<file path="src/rtl/core/bml_pkg.sv">
// Package of the bracket matching lexer: payload types, token and status codes,
// character constants and the command decoder. Depends on nothing.
package bml_pkg;

  localparam int BML_STACK_DEPTH = 256;
  localparam int BML_INDEX_BITS  = 16;

  localparam logic [2:0] KIND_INC    = 3'd0;
  localparam logic [2:0] KIND_DEC    = 3'd1;
  localparam logic [2:0] KIND_RIGHT  = 3'd2;
  localparam logic [2:0] KIND_LEFT   = 3'd3;
  localparam logic [2:0] KIND_OPEN   = 3'd4;
  localparam logic [2:0] KIND_CLOSE  = 3'd5;
  localparam logic [2:0] KIND_OUTPUT = 3'd6;
  localparam logic [2:0] KIND_INPUT  = 3'd7;

  localparam logic [1:0] ST_OK       = 2'd0;
  localparam logic [1:0] ST_EXTRA    = 2'd1;
  localparam logic [1:0] ST_MISSING  = 2'd2;
  localparam logic [1:0] ST_CAPACITY = 2'd3;

  localparam logic [7:0] CH_PLUS    = 8'h2B;
  localparam logic [7:0] CH_MINUS   = 8'h2D;
  localparam logic [7:0] CH_GREATER = 8'h3E;
  localparam logic [7:0] CH_LESS    = 8'h3C;
  localparam logic [7:0] CH_LBRACK  = 8'h5B;
  localparam logic [7:0] CH_RBRACK  = 8'h5D;
  localparam logic [7:0] CH_DOT     = 8'h2E;
  localparam logic [7:0] CH_COMMA   = 8'h2C;
  localparam logic [7:0] CH_NEWLINE = 8'h0A;

  localparam logic [15:0] POS_MAX = 16'hFFFF;

  typedef struct packed {
    logic [7:0] char_byte;
    logic       end_of_program;
  } item_t;

  typedef struct packed {
    logic [2:0]  token_kind;
    logic [15:0] token_index;
    logic [15:0] line_number;
    logic [15:0] column_number;
    logic [15:0] partner_index;
    logic        partner_valid;
    logic [1:0]  status;
    logic        done_res;
    logic [16:0] token_total;
  } result_t;

  typedef struct packed {
    logic       hit;
    logic [2:0] kind;
  } decode_t;

  function automatic decode_t decode_char(input logic [7:0] b);
    decode_t d;
    d.hit  = 1'b1;
    d.kind = KIND_INC;
    unique case (b)
      CH_PLUS:    d.kind = KIND_INC;
      CH_MINUS:   d.kind = KIND_DEC;
      CH_GREATER: d.kind = KIND_RIGHT;
      CH_LESS:    d.kind = KIND_LEFT;
      CH_LBRACK:  d.kind = KIND_OPEN;
      CH_RBRACK:  d.kind = KIND_CLOSE;
      CH_DOT:     d.kind = KIND_OUTPUT;
      CH_COMMA:   d.kind = KIND_INPUT;
      default:    d.hit  = 1'b0;
    endcase
    return d;
  endfunction

endpackage

</file>
<file path="src/rtl/core/bml_core.sv">
// Lexer state and token logic: position tracking, token numbering and bracket
// matching against the stack memory. Depends on bml_pkg.
module bml_core import bml_pkg::*; #(
  parameter int STACK_DEPTH = BML_STACK_DEPTH,
  parameter int INDEX_BITS  = BML_INDEX_BITS,
  parameter int AW          = 8,
  parameter int EW          = INDEX_BITS + 32
) (
  input  logic          clk,
  input  logic          rst,
  input  logic          accept,
  input  item_t         item,
  output logic          res_valid,
  output result_t       res,
  output logic          wr_en,
  output logic [AW-1:0] wr_addr,
  output logic [EW-1:0] wr_data,
  output logic [AW-1:0] rd_addr,
  input  logic [EW-1:0] rd_data
);

  localparam int SPW = $clog2(STACK_DEPTH + 1);
  localparam int CW  = INDEX_BITS + 1;
  localparam logic [SPW-1:0] SP_FULL = SPW'(STACK_DEPTH);

  logic [SPW-1:0]        sp, sp_next;
  logic [CW-1:0]         counter, counter_next;
  logic [15:0]           line, line_next;
  logic [15:0]           col, col_next;
  logic [1:0]            err, err_next;
  logic [31:0]           err_loc, err_loc_next;
  logic [EW-1:0]         top, top_next;

  decode_t               dec;
  logic [15:0]           col_adv;
  logic [SPW-1:0]        rd_ptr;
  logic [INDEX_BITS+15:0] cur_idx_ext;
  logic [INDEX_BITS+15:0] top_idx_ext;
  logic [CW+16:0]        total_ext;

  assign dec         = decode_char(item.char_byte);
  assign col_adv     = (col != POS_MAX) ? col + 16'd1 : col;
  assign cur_idx_ext = {16'b0, counter[INDEX_BITS-1:0]};
  assign top_idx_ext = {16'b0, top[EW-1:32]};
  assign total_ext   = {17'b0, counter};
  assign rd_ptr      = sp_next - SPW'(2);
  assign rd_addr     = rd_ptr[AW-1:0];
  assign wr_addr     = sp[AW-1:0];
  assign wr_data     = {counter[INDEX_BITS-1:0], line, col};

  always_comb begin
    sp_next      = sp;
    counter_next = counter;
    line_next    = line;
    col_next     = col;
    err_next     = err;
    err_loc_next = err_loc;
    top_next     = top;
    wr_en        = 1'b0;
    res_valid    = 1'b0;
    res          = '0;
    if (accept) begin
      if (item.end_of_program) begin
        res_valid         = 1'b1;
        res.done_res      = 1'b1;
        res.token_total   = total_ext[16:0];
        res.status        = err;
        if (err != ST_OK) begin
          res.line_number   = err_loc[31:16];
          res.column_number = err_loc[15:0];
        end else if (sp != '0) begin
          res.status        = ST_MISSING;
          res.token_index   = top_idx_ext[15:0];
          res.line_number   = top[31:16];
          res.column_number = top[15:0];
        end else begin
          res.line_number   = line;
          res.column_number = col;
        end
        sp_next      = '0;
        counter_next = '0;
        line_next    = 16'd1;
        col_next     = 16'd1;
        err_next     = ST_OK;
        err_loc_next = '0;
      end else if (err != ST_OK) begin
        res_valid = 1'b0;
      end else if (item.char_byte == CH_NEWLINE) begin
        line_next = (line != POS_MAX) ? line + 16'd1 : line;
        col_next  = 16'd1;
      end else if (!dec.hit) begin
        col_next = col_adv;
      end else begin
        res_valid         = 1'b1;
        res.token_kind    = dec.kind;
        res.line_number   = line;
        res.column_number = col;
        col_next          = col_adv;
        if (counter[INDEX_BITS]) begin
          err_next     = ST_CAPACITY;
          err_loc_next = {line, col};
          res.status   = ST_CAPACITY;
        end else begin
          res.token_index = cur_idx_ext[15:0];
          counter_next    = counter + CW'(1);
          if (dec.kind == KIND_OPEN) begin
            if (sp == SP_FULL) begin
              err_next     = ST_CAPACITY;
              err_loc_next = {line, col};
              res.status   = ST_CAPACITY;
              counter_next = counter;
            end else begin
              wr_en    = 1'b1;
              top_next = wr_data;
              sp_next  = sp + SPW'(1);
            end
          end else if (dec.kind == KIND_CLOSE) begin
            if (sp == '0) begin
              err_next     = ST_EXTRA;
              err_loc_next = {line, col};
              res.status   = ST_EXTRA;
            end else begin
              res.partner_index = top_idx_ext[15:0];
              res.partner_valid = 1'b1;
              top_next          = rd_data;
              sp_next           = sp - SPW'(1);
            end
          end
        end
      end
    end
  end

  always_ff @(posedge clk) begin
    if (rst) begin
      sp      <= '0;
      counter <= '0;
      line    <= 16'd1;
      col     <= 16'd1;
      err     <= ST_OK;
      err_loc <= '0;
    end else begin
      sp      <= sp_next;
      counter <= counter_next;
      line    <= line_next;
      col     <= col_next;
      err     <= err_next;
      err_loc <= err_loc_next;
    end
  end

  always_ff @(posedge clk) begin
    top <= top_next;
  end

endmodule
</file>
<file path="config.mk">
export PLATFORM = sky130hd
export DESIGN_NAME = bml_core
export DESIGN_NICKNAME = d
export VERILOG_FILES = /design/src/rtl/core/bml_pkg.sv /design/src/rtl/core/bml_core.sv
export SDC_FILE = /design/constraint.sdc
export NUM_CORES = 1
export LEC_CHECK = 0
export BUFFER_PORTS_ARGS = -buffer_cell sky130_fd_sc_hd__buf_2
export CAP_MARGIN = 15
export CORE_UTILIZATION = 44
export DETAILED_ROUTE_END_ITERATION = 12
export GPL_TIMING_DRIVEN = 0
export MAX_ROUTING_LAYER = met4
export PLACE_DENSITY = 0.74
export SLEW_MARGIN = 40
export SYNTH_ARGS = -nofsm -noshare
export SYNTH_HDL_FRONTEND = slang
export SYNTH_SLANG_ARGS = --single-unit
</file>
<file path="constraint.sdc">
create_clock -name clk -period 8.34 [get_ports clk]
set_input_delay 1.251 -clock clk [delete_from_list [all_inputs] [get_ports clk]]
set_output_delay 1.251 -clock clk [all_outputs]
set_load 0.005 [all_outputs]
</file>
==> reports/summary.txt <==
Final period util: 61.39%
Top Layer Used: met4
Setup TNS: 0 ns
maxcap violations: 0
outcome: completed
Slowest-stage cell, CP: or3b_4
Clock Tree Buf Depth: 2
grt ovf: 0
die height: 139.7 um
Synth Instances: 1,108
CTS Sinks: 140
final setup fails: 0
Clock Latency Late Sink: 0.43 ns
initial antenna violation count: 2
Worst VDD drop: 148.2 uV
crit path time final: 5.120 ns
Main synth FF type: dfxtp_1
pin count of the biggest net entering global routing: 36
CTS tree: done
drt wl/cell: 17.49 um
Starting Density: 45.67%
DR iter-0 viols: 790
Resized cells post-CTS: 0
number of global-route vias before repair: 8,222
Syn Area/Cell: 7.531 um2
Synth area leaders: dfxtp_1 22%, edfxtp_1 17%, nand2_1 12%
Slew @ Worst Pin: 0.7046 ns
clock slew at reported path FFs: 0.07 ns
drc violations: 0
final hold violations: 0
Total GRT Usage: 29.35%
sequential area share after synthesis: 39.35%
Post-CTS Setup Inserts: 0
crit start category: input pin
RSZ-0062 raised after global routing: no
clk_skew: 0.008714 ns
Chip Width: 139.7 um
largest stage delay on the critical path: 0.44 ns
fmax: 195.3 MHz
DRT Pass-1 Iters: 5
post-synthesis cell area: 0.008344 mm2
HP Class: flop to flop
post-synth top area cell: dfxtp_1
met1 WL: 11,910 um
area share of the largest cell type after synthesis: 22.07%
#FFs+latches synth: 140
ys async rst share: 0%
antenna-violating nets left: 0
Crit path required time: 7.09 ns
crit path kind: input pin to primary output
Post-CTS Hold Fix Bufs: 0
Worst slew margin: 52.39%
Root Buffer: clkbuf_16
Core Area: 0.01827 mm2
post-layout util: 56.74%
P&R area growth vs syn: 24.23%
Total Wirelength: 27,700 um
Vias/cell: 5.648
crit end category: primary output
Syn. warnings: 0
Met3 Wirelength: 2100 um
share of layout cells above drive strength 1: 22.99%
Vias: 8,947
Cell Chain, Critical Path: buf_2 -> or3b_4 -> nor3_4 -> buf_2 -> nand2_1 -> a21oi_1 -> and2_4 -> buf_12 -> nand2_1 -> nand2_1 -> buf_4 -> buf_2
Leak: 4.396 nW
Netlist cell types: 73
Final nets: 1,407
Rows: 49
critical-path maximum fanout: 35
die area: 0.01952 mm2
I/O Buffers: 212
Final GP Congestion: 0.9335
DPL Wire Length: 19,550 um
Ports: 214
global-route wire length before repair: 43,780 um
EDFF count, synth: 48
power per cell area: 158.6 mW/mm2
syn_nets: 1,175
total CTS buffers: 17
Slew Viols, Final: 0
DR WL met2: 12,910 um
critical path arrival: 3.87 ns
H-tree depth: 4
==> layout by cell type (no fill, tap or decap), types with 5 or more instances in the layout <==
cell | synthesis | final
nand3_1 | 24 | 24
nor2b_1 | 5 | 5
ha_1 | 7 | 7
o21ai_1 | 8 | 8
buf_2 | 11 | 223
dfxtp_1 | 92 | 92
edfxtp_1 | 48 | 48
nand4_1 | 14 | 14
nor3_1 | 14 | 13
xor2_1 | 18 | 18
and3_1 | 28 | 28
nand2b_1 | 8 | 8
clkbuf_1 | 55 | 55
xnor2_1 | 22 | 22
a21oi_1 | 121 | 121
nand2_1 | 271 | 271
buf_4 | 27 | 27
nor4_1 | 6 | 6
nor2_1 | 112 | 112
inv_1 | 13 | 13
or3_1 | 11 | 11
buf_1 | 11 | 11
o21ai_0 | 56 | 56
and2_1 | 21 | 20
a22oi_1 | 29 | 29
clkbuf_16 | 0 | 17
==> registers in the layout, indices dropped and copies added, names as in the netlist <==
signal	flops
err_loc	32
col	16
counter	17
sp	9
err	2
line	16
top	48
==> metal layers <==
metal  track usage (%)  vias to the layer above
met5                 -                        -
met4             11.57                        0
met3             6.194                       64
met2             44.84                      410
met1             37.83                     4210
li1                  -                     4263
==> cell usage after synthesis (5+ instances only) <==
| master | number |
|---|---|
| nand2_1 | 271 |
| a21oi_1 | 121 |
| nor2_1 | 112 |
| dfxtp_1 | 92 |
| o21ai_0 | 56 |
| clkbuf_1 | 55 |
| edfxtp_1 | 48 |
| a22oi_1 | 29 |
| and3_1 | 28 |
| buf_4 | 27 |
| nand3_1 | 24 |
| xnor2_1 | 22 |
| and2_1 | 21 |
| xor2_1 | 18 |
| nand4_1 | 14 |
| nor3_1 | 14 |
| inv_1 | 13 |
| buf_1 | 11 |
| buf_2 | 11 |
| or3_1 | 11 |
| nand2b_1 | 8 |
| o21ai_1 | 8 |
| ha_1 | 7 |
| nor4_1 | 6 |
| nor2b_1 | 5 |
| nor3b_1 | 5 |
==> worst max-delay path: cells and delay by family <==
kind                   cells  cell delay, ns
buffers and inverters      5            0.97
AOI/OAI and AO/OA          1            0.22
and+or+nand+nor            6            1.41
==> final cells by class <==
cell class,instances,area [um2]
diodes,2,5.005
flip-flops and latches,140,3283
plain buffers,107,533.0
multi-input cells,847,4488
clock inverters,15,211.5
repair buffers,213,1081
inverters,14,52.55
fillers,1759,7904
clock buffers,17,425.4
well taps,229,286.5
==> final timing paths <==
| check | to | from | cells past startpoint | slack [ns] |
|---|---|---|---|---|
| setup / recovery | rd_addr[0] | item[2] | 12 | 3.22 |
| hold / removal | err[1] | err[1] | 2 | 0.50 |
| setup reg to reg | sp[0] | sp[0] | 11 | 5.51 |
| hold reg to reg | err[1] | err[1] | 2 | 0.50 |
==> cells by family after synthesis <==
kind of cell | count (synthesis) | share of synthesized area (%)
multiplexers | 1 | 0.1200
buffers and inverters | 121 | 7.017
XOR/XNOR | 40 | 4.198
AND/OR/NAND/NOR | 549 | 30.47
adder cells (fa/ha/maj) | 7 | 1.050
AO/OA/AOI/OAI | 250 | 17.80
flip-flops | 140 | 39.35
==> power by group <==
group / switching [mW] / total (mW) / leakage, nW / internal [mW]
sequential: 0.00366 / 0.710 / 1.17 / 0.706
clock: 0.330 / 0.837 / 0.303 / 0.507
combinational: 0.0623 / 0.0972 / 2.92 / 0.0349
total: 0.396 / 1.64 / 4.40 / 1.25
==> metrics by stage <==
step | total power [mW] | cells | instance area [um2] | hold slack, ns | worst slack [ns]
finish | 1.645 | 1584 | 10370 | 0.4982 | 3.220
global route | 1.685 | 1584 | 10370 | 0.5411 | 3.087
CTS | 1.642 | 1582 | 10360 | 0.4947 | 3.150
detailed placement | 0.8208 | 1550 | 9719 | 0.4789 | 3.173
global placement | 0.8198 | 1549 | 9692 | 0.4636 | 1.796
floorplan | 0.7779 | 1108 | 8344 | 0.4500 | 3.060
No activity file was read; power rests on OpenSTA's default activity.
