--- src/rtl/core/bml_pkg.sv ---
// Package of the bracket matching lexer: payload types, token and status codes,
// character constants and the command decoder. Depends on nothing.
package bml_pkg;

  localparam int BML_STACK_DEPTH = 256;
  localparam int BML_INDEX_BITS  = 16;

  localparam logic [2:0] KIND_INC    = 3'd0;
  localparam logic [2:0] KIND_DEC    = 3'd1;
  localparam logic [2:0] KIND_RIGHT  = 3'd2;
  localparam logic [2:0] KIND_LEFT   = 3'd3;
  localparam logic [2:0] KIND_OPEN   = 3'd4;
  localparam logic [2:0] KIND_CLOSE  = 3'd5;
  localparam logic [2:0] KIND_OUTPUT = 3'd6;
  localparam logic [2:0] KIND_INPUT  = 3'd7;

  localparam logic [1:0] ST_OK       = 2'd0;
  localparam logic [1:0] ST_EXTRA    = 2'd1;
  localparam logic [1:0] ST_MISSING  = 2'd2;
  localparam logic [1:0] ST_CAPACITY = 2'd3;

  localparam logic [7:0] CH_PLUS    = 8'h2B;
  localparam logic [7:0] CH_MINUS   = 8'h2D;
  localparam logic [7:0] CH_GREATER = 8'h3E;
  localparam logic [7:0] CH_LESS    = 8'h3C;
  localparam logic [7:0] CH_LBRACK  = 8'h5B;
  localparam logic [7:0] CH_RBRACK  = 8'h5D;
  localparam logic [7:0] CH_DOT     = 8'h2E;
  localparam logic [7:0] CH_COMMA   = 8'h2C;
  localparam logic [7:0] CH_NEWLINE = 8'h0A;

  localparam logic [15:0] POS_MAX = 16'hFFFF;

  typedef struct packed {
    logic [7:0] char_byte;
    logic       end_of_program;
  } item_t;

  typedef struct packed {
    logic [2:0]  token_kind;
    logic [15:0] token_index;
    logic [15:0] line_number;
    logic [15:0] column_number;
    logic [15:0] partner_index;
    logic        partner_valid;
    logic [1:0]  status;
    logic        done_res;
    logic [16:0] token_total;
  } result_t;

  typedef struct packed {
    logic       hit;
    logic [2:0] kind;
  } decode_t;

  function automatic decode_t decode_char(input logic [7:0] b);
    decode_t d;
    d.hit  = 1'b1;
    d.kind = KIND_INC;
    unique case (b)
      CH_PLUS:    d.kind = KIND_INC;
      CH_MINUS:   d.kind = KIND_DEC;
      CH_GREATER: d.kind = KIND_RIGHT;
      CH_LESS:    d.kind = KIND_LEFT;
      CH_LBRACK:  d.kind = KIND_OPEN;
      CH_RBRACK:  d.kind = KIND_CLOSE;
      CH_DOT:     d.kind = KIND_OUTPUT;
      CH_COMMA:   d.kind = KIND_INPUT;
      default:    d.hit  = 1'b0;
    endcase
    return d;
  endfunction

endpackage

--- src/rtl/core/bml_if.sv ---


interface bml_out_if import bml_pkg::*; ();
  logic    valid;
  logic    ready;
  result_t payload;
  modport source (output valid, output payload, input ready);
  modport sink (input valid, input payload, output ready);
endinterface

--- src/rtl/core/bml_skid.sv ---
// Two-entry output stage that parts the lexer from the token channel.
// Depends on bml_pkg and bml_out_if.
module bml_skid import bml_pkg::*; (
  input  logic              clk,
  input  logic              rst,
  input  logic              res_valid,
  input  result_t           res,
  output logic              space,
  bml_out_if.source         token_ch
);

  logic    out_valid;
  result_t out_data;
  logic    skid_valid;
  result_t skid_data;
  logic    out_fire;

  assign out_fire         = out_valid & token_ch.ready;
  assign space            = ~skid_valid;
  assign token_ch.valid   = out_valid;
  assign token_ch.payload = out_data;

  always_ff @(posedge clk) begin
    if (rst) begin
      out_valid  <= 1'b0;
      skid_valid <= 1'b0;
    end else if (res_valid) begin
      if (!out_valid || out_fire) begin
        out_valid <= 1'b1;
      end else begin
        skid_valid <= 1'b1;
      end
    end else if (out_fire) begin
      out_valid  <= skid_valid;
      skid_valid <= 1'b0;
    end
  end

  always_ff @(posedge clk) begin
    if (res_valid) begin
      if (!out_valid || out_fire) begin
        out_data <= res;
      end else begin
        skid_data <= res;
      end
    end else if (out_fire && skid_valid) begin
      out_data <= skid_data;
    end
  end

endmodule

--- src/flat_wrapper.sv ---
// flat-port wrapper written by rule: the top's interface ports become plain ports
module bml_skid_flat import bml_pkg::*;
  (clk, rst, res_valid, res, space, token_ch_valid, token_ch_payload, token_ch_ready);
  bml_out_if token_ch_i ();
  input  logic clk;
  input  logic rst;
  input  logic res_valid;
  input  result_t res;
  output logic space;
  output wire logic [$bits(token_ch_i.valid)-1:0] token_ch_valid;
  output wire logic [$bits(token_ch_i.payload)-1:0] token_ch_payload;
  input wire logic [$bits(token_ch_i.ready)-1:0] token_ch_ready;
  assign token_ch_valid = token_ch_i.valid;
  assign token_ch_payload = token_ch_i.payload;
  assign token_ch_i.ready = token_ch_ready;
  bml_skid u_core (.clk(clk), .rst(rst), .res_valid(res_valid), .res(res), .space(space), .token_ch(token_ch_i));
endmodule
--- config.mk ---
export PLATFORM = sky130hd
export DESIGN_NAME = bml_skid_flat
export DESIGN_NICKNAME = d
export VERILOG_FILES = /design/src/rtl/core/bml_pkg.sv /design/src/rtl/core/bml_if.sv /design/src/rtl/core/bml_skid.sv /design/src/flat_wrapper.sv
export SDC_FILE = /design/constraint.sdc
export NUM_CORES = 1
export LEC_CHECK = 0
export ABC_AREA = 1
export BUFFER_PORTS_ARGS = -buffer_cell sky130_fd_sc_hd__buf_4
export CAP_MARGIN = 20
export CORE_UTILIZATION = 25
export CTS_CLUSTER_SIZE = 24
export DETAILED_ROUTE_END_ITERATION = 8
export HOLD_SLACK_MARGIN = 0.1
export SLEW_MARGIN = 20
export SYNTH_ARGS = -nofsm -noshare
export SYNTH_HDL_FRONTEND = slang
export SYNTH_SLANG_ARGS = --single-unit
export TNS_END_PERCENT = 5
--- constraint.sdc ---
create_clock -name clk -period 6.1 [get_ports clk]
set_clock_uncertainty 0.2 [all_clocks]
set_input_delay 0.305 -clock clk [delete_from_list [all_inputs] [get_ports clk]]
set_output_delay 0.305 -clock clk [all_outputs]
set_load 0.01 [all_outputs]
==> results.cfg, run 1 <==
[logic_synthesis]
synthMuxAreaShare = 0
ys_seq_area_frac = 0.820
yosysWarnings = 0
avgSynthCellArea_um2 = 13.7
synth.distinct_cells = 12
synthAdderAreaFrac = 0
synth_top_family_by_area = simple AND/OR/NAND/NOR gates
synth.net_count = 567
synth_area_um2 = 6490
synthCells = 475
synth_xor_area_frac = 0
synth_compound_area_frac = 0.00231
yosys.area_share.simple = 0.156
ys_seq_elements = 178

[floorplan]
rows = 58
fp.coreArea_um2 = 25300
die-area_um2 = 26600
die_h_um = 163
die_w_um = 163
ioPinCount = 182
start_util = 0.256

[clock_tree]
ctsHoldBuffers = 91
cts_root_buf = clkbuf_16
cts_tree = built
cts_resized = 0
cts_sinks = 178
ctsLongestPathBuffers = 2
cts-buffers-inserted = 17
h-tree-depth = 4
path_clk_slew_ns = 0.07
cts_setup_buffers = 0
worst_skew_pair.late_latency_ns = 0.41

[global_route]
grt_pass1_vias = 4249
groute.usage.overall = 0.111
gr-total-overflow = 0
grt_pass1_wl_um = 22300
antenna_found_initial = 0
grt_max_degree = 89

[sta]
finalSetupViolCount = 0
max_freq_mhz = 362
fin_setup_tns_ns = 0
maxSlewViolCount = 0
relSlewSlack = 0.453
min_period_ns = 2.76
rsz0062_at_grt = no
setup_slack_ns = 3.34
fin_crit_sh = 0.453
hold_violations = 0
worst_pin_slew_ns = 0.821

[cells_and_area]
seqCellArea_um2 = 5330
mostFrequentLayoutCells = nand2_1 (266), buf_4 (184), edfxtp_1 (176)
final_common_cell = nand2_1
fillers = 2427
layout.nets = 842
syn_to_final_growth_pct = 48.2
multi_input_area_um2 = 1030
drive_gt1_frac = 0.287
diodes = 0

[power_and_ir_drop]
pwr_density_cell_nw_per_um2 = 282
leakage_nw = 4.02
vdd_ir_drop_max_mv = 0.169

[critical_path]
crit_fanout = 49
r2r_slack_ns = 3.67
endpoint_kind = flop
cp.required_ns = 6.25
crit_type = in2reg
worstPathArrival_ns = 2.92
cp-start-kind = input port

[flow_run]
drv_cap = 0

[placed_design]
dpl.hpwl_um = 9220
place_ws_ns = 2.84
numPortBuffers = 181
place.gp.congestion = 0.668

[detailed_routing]
drc = 0
via_per_inst = 3.89
drt-wirelength-per-cell_um = 13.5
drt_wl_total_um = 14800
first_pass_iters = 4
num_vias = 4250
drt_iter0_drc = 170
ant_nets = 0

[hold_path]
min_path_type = in2reg

[status]
status = completed
-- sequential cells by signal (all words and copies together), names as in the netlist --
| name | cells |
|---|---|
| u_core.skid_data | 88 |
| u_core.skid_valid | 1 |
| u_core.token_ch.payload | 88 |
| u_core.token_ch.valid | 1 |
-- layer usage --
metal	part of all wire	track usage	vias up
met4	0.0089	0.0310	0
met2	0.48	0.183	127
li1	-	-	2148
met3	0.053	0.0317	8
met5	0	0	-
met1	0.46	0.141	1967
-- synthesized netlist by cell type, drive strengths merged --
cell,count,area [µm²]
nand2,266,998
edfxtp,176,5290
buf,19,119
inv,6,22.5
a21oi,3,15.0
dfxtp,2,40.0
nand3,1,5.00
nor2,1,3.75
or2,1,6.26
-- area by class of cell --
cell class | count | share of cell area
clock buffers | 17 | 0.0442
flip-flops and latches | 178 | 0.553
well taps | 330 | 0.0429
inverters | 6 | 0.00325
clock inverters | 15 | 0.0114
repair buffers | 275 | 0.238
multi-input cells | 272 | 0.107
-- cells by family after synthesis --
| group | after synthesis |
|---|---|
| buf+inv | 25 |
| flops | 178 |
| compound gates | 3 |
| simple gates | 269 |
-- path summary, 6_finish.rpt --
path / from / endpoint / cells after the start
worst max register to register: u_core.token_ch.valid / u_core.token_ch.payload[16] / 4
worst min-delay path: res_valid / u_core.token_ch.payload[43] / 3
worst min register to register: u_core.skid_data[12] / u_core.token_ch.payload[12] / 2
worst max-delay path: res_valid / u_core.skid_valid / 7
-- critical path, cell delays in order --
cell,delay [ns]
buf_4,0.38
buf_4,0.52
clkinv_2,0.67
nand3_1,0.24
nand2_1,0.07
a21oi_1,0.12
dlygate4sd3_1,0.55
-- stage by stage --
step                utilization  std cells  total power, mW  hold slack, ns  area, µm²
global placement          0.323        970             1.69           0.268       8180
floorplan                     -        475             1.55           0.174       6490
detailed placement        0.323        970             1.70           0.278       8180
CTS                       0.380       1093             2.75           0.265       9620
finish                    0.380       1093             2.71           0.271       9630
global route              0.380       1093             2.82           0.292       9630
-- power breakdown --
part           switching, mW  leakage, nW  internal [mW]  total (mW)
Combinational          0.133         2.08          0.143       0.276
Sequential            0.0183         1.68           1.42        1.43
Clock                  0.475        0.259          0.526        1.00
Note: power is estimated with default switching activity, not from simulation.
==> inputs of run 2 (changes only) <==
==> constraint.sdc (replaced) <==
create_clock -name clk -period 2.55 [get_ports clk]
set_clock_uncertainty 0.2 [all_clocks]
set_input_delay 0.1275 -clock clk [delete_from_list [all_inputs] [get_ports clk]]
set_output_delay 0.1275 -clock clk [all_outputs]
set_load 0.01 [all_outputs]
==> results.cfg, run 2 (same netlist as run 1, synthesis figures left out) <==
[critical_path]
worstPathArrival_ns = 1.92
endpoint_kind = flop
r2r_slack_ns = 0.76
crit_fanout = 71
worstPathCellList = dlygate4sd3_1, buf_4, a21oi_1, or2_2, clkinvlp_4, buf_12
ff2ff_path_depth = 4
cp-start-kind = input port
worstReg2RegEnd = u_core.token_ch.payload[71]
worst_path_largest_cell_delay_ns = 0.53
crit_family = buffers and inverters
cp-startpoint = res_valid
cp_num_buf_inv = 4
crit-reg2reg-launch = u_core.skid_valid
cp.required_ns = 2.42
endpoint = u_core.token_ch.payload[71]
cp.depth = 6
crit_slowest_cell = dlygate4sd3_1
crit_type = in2reg

[sta]
worst_pin_slew_ns = 0.782
relSlewSlack = 0.478
min_period_ns = 2.05
rsz0062_at_grt = no
hold-worst-slack_ns = 0.227
maxSlewViolCount = 0
fin_crit_sh = 0.804
fin_setup_tns_ns = 0
finalSetupViolCount = 0
hold_violations = 0
setup_slack_ns = 0.501
max_freq_mhz = 488

[floorplan]
start_util = 0.256
ioPinCount = 182
die_w_um = 163
rows = 58
fp.coreArea_um2 = 25300
die-area_um2 = 26600
die_h_um = 163

[cells_and_area]
fin_cells = 1099
finalInstanceArea_um2 = 9740
diodes = 0
post-route-util = 0.384
mostFrequentLayoutCells = nand2_1 (266), buf_4 (187), edfxtp_1 (176)
syn_to_final_growth_pct = 49.9
fillers = 2425
layout.nets = 849
drive_gt1_frac = 0.291
final_common_cell = nand2_1

[clock_tree]
h-tree-depth = 4
worst_skew_pair.late_latency_ns = 0.42
cts_resized = 0
cts_sinks = 178
ctsLongestPathBuffers = 2
path_clk_slew_ns = 0.07
cts_tree = built
cts_root_buf = clkbuf_16
cts-buffers-inserted = 17

[detailed_routing]
num_vias = 4330
drc = 0
via_per_inst = 3.94
drt_iter0_drc = 266
drt_wl_total_um = 14800
first_pass_iters = 4
drt-wirelength-per-cell_um = 13.5
ant_nets = 0

[global_route]
grt_pass1_wl_um = 22500
antenna_found_initial = 0
grt_pass1_vias = 4278
groute.usage.overall = 0.113
grt_max_degree = 72
gr-total-overflow = 0

[placed_design]
place_inst = 975
place.gp.congestion = 0.680
place_ws_ns = 0.597
placed_cell_area_um2 = 8240
numPortBuffers = 181
dpl.hpwl_um = 9070

[flow_run]
drv_cap = 0

[hold_path]
min_path_type = in2reg

[power_and_ir_drop]
leakage_nw = 4.07
pwr_density_cell_nw_per_um2 = 684
vdd_ir_drop_max_mv = 0.334
power.total_mw = 6.66

[status]
status = completed
run 2: power breakdown:
group | switching (mW) | internal (mW) | leakage (nW)
combinational | 0.322 | 0.354 | 2.11
sequential | 0.0419 | 3.39 | 1.68
clock | 1.12 | 1.44 | 0.277
total | 1.49 | 5.18 | 4.07
run 2: worst register-to-register path: stages (launching register included):
cell        delay, ns
dfxtp_1          0.35
a21oi_1          0.09
or2_2            0.31
clkinvlp_4       0.10
buf_12           0.34
run 2: layer usage:
layer	share of wire	vias up	wire length [µm]	GRT usage
li1	-	2165	-	-
met1	0.45	2007	6600	0.137
met2	0.48	137	7080	0.184
met3	0.055	21	820	0.0328
met4	0.019	0	283	0.0527
met5	0	-	0	0
run 2: area by class of cell:
cell class,instances,area [µm²],area share
sequential,178,5330,0.547
multi-input combinational,272,1030,0.106
tap,330,413,0.0424
clock inverter,14,139,0.0143
clock buffer,17,425,0.0437
inverter,6,31.3,0.00321
timing repair buffer,282,2370,0.244
run 2: how the worst min path moves through the flow:
stage | start | endpoint | slack, ns | depth (start not counted)
2_1_floorplan | rst | u_core.token_ch.valid | -0.01 | 1
3_3_place_gp | rst | u_core.token_ch.valid | 0.10 | 2
3_5_place_dp | rst | u_core.token_ch.valid | 0.11 | 2
4_1_cts | res[3] | u_core.skid_data[3] | 0.20 | 2
5_1_grt | res[8] | u_core.skid_data[8] | 0.21 | 2
6_report | res[15] | u_core.skid_data[15] | 0.23 | 2
run 2: timing repair:
action / CTS / global route
buffers inserted: 0 / 0
endpoints found under the setup margin: 0 / 0
hold endpoints to repair: 178 / 0
hold buffers: 93 / 0
